[config.mk]
export PLATFORM = sky130hd
export DESIGN_NAME = rpfa_front
export DESIGN_NICKNAME = d
export VERILOG_FILES = /design/src/rtl/rpfa_pkg.sv /design/src/rtl/rpfa_front.sv
export SDC_FILE = /design/constraint.sdc
export NUM_CORES = 1
export LEC_CHECK = 0
export BUFFER_PORTS_ARGS = -buffer_cell sky130_fd_sc_hd__buf_4
export CAP_MARGIN = 0
export CELL_PAD_IN_SITES_DETAIL_PLACEMENT = 1
export CELL_PAD_IN_SITES_GLOBAL_PLACEMENT = 2
export CORE_UTILIZATION = 30
export DETAILED_ROUTE_END_ITERATION = 8
export PLACE_DENSITY_LB_ADDON = 0.2
export SYNTH_ARGS = -nofsm -noshare
export SYNTH_HDL_FRONTEND = slang
export SYNTH_SLANG_ARGS = --single-unit
[constraint.sdc]
create_clock -name i_clk -period 3.1 [get_ports i_clk]
set_input_delay 0.31 -clock i_clk [delete_from_list [all_inputs] [get_ports i_clk]]
set_output_delay 0.31 -clock i_clk [all_outputs]
set_load 0.01 [all_outputs]
[src/rtl/rpfa_pkg.sv]
// shared types, codes and sizes for the page frame allocator
package rpfa_pkg;

    localparam int unsigned FRAMES_DEF     = 4096;
    localparam int unsigned COUNT_BITS_DEF = 8;
    localparam int unsigned REG_W          = 13;
    localparam int unsigned IDX_W          = 12;
    localparam int unsigned OP_W           = 2;
    localparam int unsigned ST_W           = 3;
    localparam int unsigned CNT_W          = 8;
    localparam logic [REG_W-1:0] FRAME_COUNT_RST = 13'd4096;

    localparam logic [OP_W-1:0] OP_ALLOC   = 2'd0;
    localparam logic [OP_W-1:0] OP_RELEASE = 2'd1;
    localparam logic [OP_W-1:0] OP_SHARE   = 2'd2;

    localparam logic [ST_W-1:0] ST_OK       = 3'd0;
    localparam logic [ST_W-1:0] ST_OOM      = 3'd1;
    localparam logic [ST_W-1:0] ST_OUTSIDE  = 3'd2;
    localparam logic [ST_W-1:0] ST_NOT_ALLOC = 3'd3;
    localparam logic [ST_W-1:0] ST_OVERFLOW = 3'd4;

    localparam logic CFG_FIRST_FRAME = 1'b0;
    localparam logic CFG_FRAME_COUNT = 1'b1;

    typedef struct packed {
        logic [OP_W-1:0]  op;
        logic [IDX_W-1:0] idx;
        logic             reject;
    } t_cmd;

    typedef struct packed {
        logic [REG_W-1:0] first;
        logic [REG_W-1:0] last;
    } t_win;

endpackage

[src/rtl/rpfa_front.sv]
// request intake: config registers, window classification and command queue
module rpfa_front #(
    parameter int unsigned FRAMES = rpfa_pkg::FRAMES_DEF
) (
    input  logic                        i_clk,
    input  logic                        i_rst_n,
    input  logic                        start,
    output logic                        busy,
    input  logic [rpfa_pkg::OP_W-1:0]   i_operation,
    input  logic [rpfa_pkg::IDX_W-1:0]  i_frame_index,
    input  logic                        i_cfg_we,
    input  logic                        i_cfg_addr,
    input  logic [rpfa_pkg::REG_W-1:0]  i_cfg_wdata,
    input  logic                        i_clearing,
    input  logic                        i_pop,
    output logic                        o_cmd_valid,
    output rpfa_pkg::t_cmd              o_cmd,
    output rpfa_pkg::t_win              o_win
);
    import rpfa_pkg::*;

    localparam logic [REG_W:0] FRAMES_CAP = (FRAMES > 8192) ? (REG_W+1)'(8192)
                                                           : (REG_W+1)'(FRAMES);

    logic [REG_W-1:0] r_first, r_count;
    logic [REG_W-1:0] win_end;
    t_cmd             r_q [2];
    logic             r_wp, r_rp;
    logic [1:0]       r_cnt;
    logic             push;
    t_cmd             cmd_in;
    logic [REG_W-1:0] idx_ext;

    assign win_end = ({1'b0, r_count} < FRAMES_CAP) ? r_count : FRAMES_CAP[REG_W-1:0];
    assign idx_ext = REG_W'(i_frame_index);
    assign busy    = (r_cnt == 2'd2) || i_clearing;
    assign push    = start && !busy;

    always_comb begin
        cmd_in.op     = i_operation;
        cmd_in.idx    = i_frame_index;
        cmd_in.reject = (i_operation != OP_RELEASE && i_operation != OP_SHARE)
                        || idx_ext < r_first || idx_ext >= win_end;
    end

    always_ff @(posedge i_clk) begin
        if (!i_rst_n) begin
            r_first <= '0;
            r_count <= FRAME_COUNT_RST;
            r_wp    <= 1'b0;
            r_rp    <= 1'b0;
            r_cnt   <= '0;
        end else begin
            if (i_cfg_we) begin
                if (i_cfg_addr == CFG_FIRST_FRAME) begin
                    r_first <= i_cfg_wdata;
                end else begin
                    r_count <= i_cfg_wdata;
                end
            end
            if (push) begin
                r_wp <= !r_wp;
            end
            if (i_pop) begin
                r_rp <= !r_rp;
            end
            r_cnt <= r_cnt + 2'(push) - 2'(i_pop);
        end
    end

    always_ff @(posedge i_clk) begin
        if (push) begin
            r_q[r_wp] <= cmd_in;
        end
    end

    assign o_cmd_valid = (r_cnt != 2'd0);
    assign o_cmd       = r_q[r_rp];
    assign o_win.first = r_first;
    assign o_win.last  = win_end;

    a_no_overfill: assert property (@(posedge i_clk) disable iff (!i_rst_n)
        r_cnt != 2'd3) else $error("queue count out of range");
    a_no_pop_empty: assert property (@(posedge i_clk) disable iff (!i_rst_n)
        i_pop |-> r_cnt != 2'd0) else $error("pop from empty queue");
    a_full_busy: assert property (@(posedge i_clk) disable iff (!i_rst_n)
        r_cnt == 2'd2 |-> busy) else $error("full queue not busy");
endmodule

==> metrics.md <==
| Metric | Value |
|---|---|
| Number of port buffers | `76` |
| Top-count cell post-synth | `nand2_1` |
| Least-Margin Pin Slew | `0.986 ns` |
| DR pass1 iterations | `4` |
| Die Ht | `101 um` |
| Die Area | `10200 um^2` |
| Gr usage total | `14.9%` |
| Resized Gates After CTS | `0` |
| Global-route wire length before repair | `11300 um` |
| Slowest CP cell | `dfxtp_1` |
| Min Tclk post-route | `2.02 ns` |
| Max Clock Freq | `494 MHz` |
| Most used cell, CP | `nor2b_1` |
| Ys async rst share | `0%` |
| Critical path fanouts, max | `16` |
| Routed vias/inst | `4.43` |
| Post-Syn Area | `2940 um^2` |
| CP Buf/Inv Count | `0` |
| Initial antenna violation count | `0` |
| Post-Synthesis Cells | `280` |
| Routed Antenna Nets | `0` |
| Syn_area_per_cell | `10.5 um^2` |
| GRT Max-Usage Layer | `met2` |
| Final hold violations | `0` |
| Synthesized Nets | `339` |
| Worst EP required | `3.23 ns` |
| Synth Warn # | `0` |
| Largest stage delay on the critical path | `0.58 ns` |
| Vias | `2175` |
| Per-cell routed wire length | `14.6 um` |
| Sequential-to-total area share from yosys stat | `51.8%` |
| Total length of routed wires | `7170 um` |
| Delay-heaviest family, CP | `compound AO/OA/AOI/OAI gates` |
| Global placement routability congestion | `0.717` |
| Max Slew Vio Count | `0` |
| Pwr per Cell Area | `525 nW/um^2` |
| Routing usage on met3 | `3.40%` |
| IO Pins | `77` |
| DRC | `0` |
| Clk_skew | `0.00776 ns` |
| CP endpoint kind | `flop` |
| RSZ-0062 raised after global routing | `false` |
| Placed insts | `475` |
| Crit path launch type | `flop` |
| Final period utilization | `65.3%` |
| Synth area leaders | `edfxtp_1 (31%), dfxtp_1 (21%), ha_1 (11%)` |
| Max transition margin | `34.1%` |
| Core region area | `9370 um^2` |
| Netlist cell types | `31` |
| Clk root buf | `clkbuf_8` |
| Finish-stage setup viols | `0` |
| Critical Path, Cell by Cell | `nor2b_1 -> ha_1 -> nor2b_1 -> o21ai_0 -> nand3_1 -> a2111o_1 -> o311ai_1` |
| M2 GR Usage | `24.6%` |
| H-Tree Depth | `3` |
| Commonest cells post-synth | `nand2_1 (58), dfxtp_1 (31), edfxtp_1 (30)` |
| Max_cap viols | `0` |
| Top cell type by total area after synthesis | `edfxtp_1` |
| Num CTS Buffers | `9` |
| Met1 usage | `18.7%` |
| CP Class | `reg -> reg` |
| Peak supply drop | `301 uV` |
| Clock Path Buffers | `2` |
| Chip Width | `101 um` |
| Final HPWL DP | `5500 um` |
| Vias in the first global route | `2215` |
| Congestion Overflow GR | `0` |
| Iteration-0 DRC Markers | `20` |
| Layout cell share with drive strength beyond 1 | `30.7%` |
| Number of setup buffers added after CTS | `0` |
| CTS tree | `done` |
| Hold-fix buffers, CTS | `0` |
| Arr. time, crit path | `2.15 ns` |
| Worst Hold Class | `in -> reg` |
| EDFF count, synth | `30` |
| Worst-Skew Late Latency | `0.33 ns` |
| Finished Layout Cells | `491` |
| Clock transition at path regs | `0.08 ns` |
| Dominant synthesized flop cell | `dfxtp_1` |
| Setup TNS | `0 ns` |
| Largest net degree at the start of global routing | `32` |
| Post-synth top area share | `30.7%` |
| TritonCTS Sinks | `61` |
| Diodes inserted | `0` |
| FF+latch count, synth | `61` |
| Area Overhead vs Synth | `31.1%` |
| Final hold slack | `0.176 ns` |
| Status | `finished, final reports clean` |
| Static leakage | `1.64 nW` |
| Starting Density | `31.3%` |
| Fillers | `1098` |
| Final layout net count | `416` |
| Core Rows | `35` |
==> final timing paths <==
kind	start	to	slack (ns)	cells past startpoint
max reg2reg	r_count[12]	r_q[1][0]	1.08	7
max	r_count[12]	r_q[1][0]	1.08	7
min	i_operation[1]	r_q[1][14]	0.18	1
min reg2reg	r_count[10]	r_count[10]	0.47	2
==> metal layers <==
layer / share of wire, % / vias up
met2: 49 / 42
met1: 47 / 1027
li1: - / 1099
met4: 1.2 / 0
met5: 0 / -
met3: 3.5 / 7
==> stage by stage <==
| step | setup WS, ns | power [mW] | util, % | instance area [um^2] |
|---|---|---|---|---|
| 5_1_grt | 0.876 | 2.12 | 41.1 | 3850 |
| 6_report | 1.08 | 2.02 | 41.1 | 3850 |
| 3_5_place_dp | 1.07 | 1.26 | 38.7 | 3630 |
| 4_1_cts | 1.05 | 2.06 | 41.1 | 3850 |
| 3_3_place_gp | 1.14 | 1.25 | 38.7 | 3630 |
| 2_1_floorplan | 1.19 | 1.11 | - | 2940 |
==> state kept, by name, indices dropped and copies added (netlist names), named ones only <==
register  count
r_count      13
r_first      13
r_rp          1
r_wp          1
r_q          30
r_cnt         2
==> cell families (layout without fill, tap and decap cells) <==
kind of cell / Yosys count / count (layout) / share of synthesized area [%]
adder cells (fa/ha/maj): 25 / 25 / 10.6
AND/OR/NAND/NOR: 92 / 92 / 14.3
multiplexers: 15 / 15 / 5.75
buffers and inverters: 37 / 119 / 4.98
flip-flops: 61 / 61 / 51.8
XOR/XNOR: 5 / 5 / 1.49
AO/OA/AOI/OAI: 45 / 45 / 11.0
==> power breakdown <==
group / internal, mW / total (mW) / switching, mW
combinational: 0.160 / 0.304 / 0.144
clock: 0.456 / 0.788 / 0.331
sequential: 0.898 / 0.932 / 0.0339
total: 1.51 / 2.02 / 0.509
==> area by class of cell <==
class	count	area [um^2]	area share, %
sequential	61	1520	39.5
multi-input combinational	182	1270	33.0
timing repair buffer	77	578	15.0
tap	129	161	4.19
clock buffer	9	124	3.22
clock inverter	7	98.8	2.57
inverter	26	97.6	2.53
==> placed cells by master (no fill, tap or decap), types with 3 or more instances in the layout <==
cell type	n
nand2_1	58
nand2b_1	12
ha_1	25
xnor2_1	3
mux2_2	15
a21oi_1	10
buf_4	77
and2_1	6
a21boi_0	25
clkbuf_8	9
nor2b_1	4
a21o_1	3
dfxtp_1	31
nand3_1	5
inv_1	26
edfxtp_1	30
(Power assumes the default switching activity.)
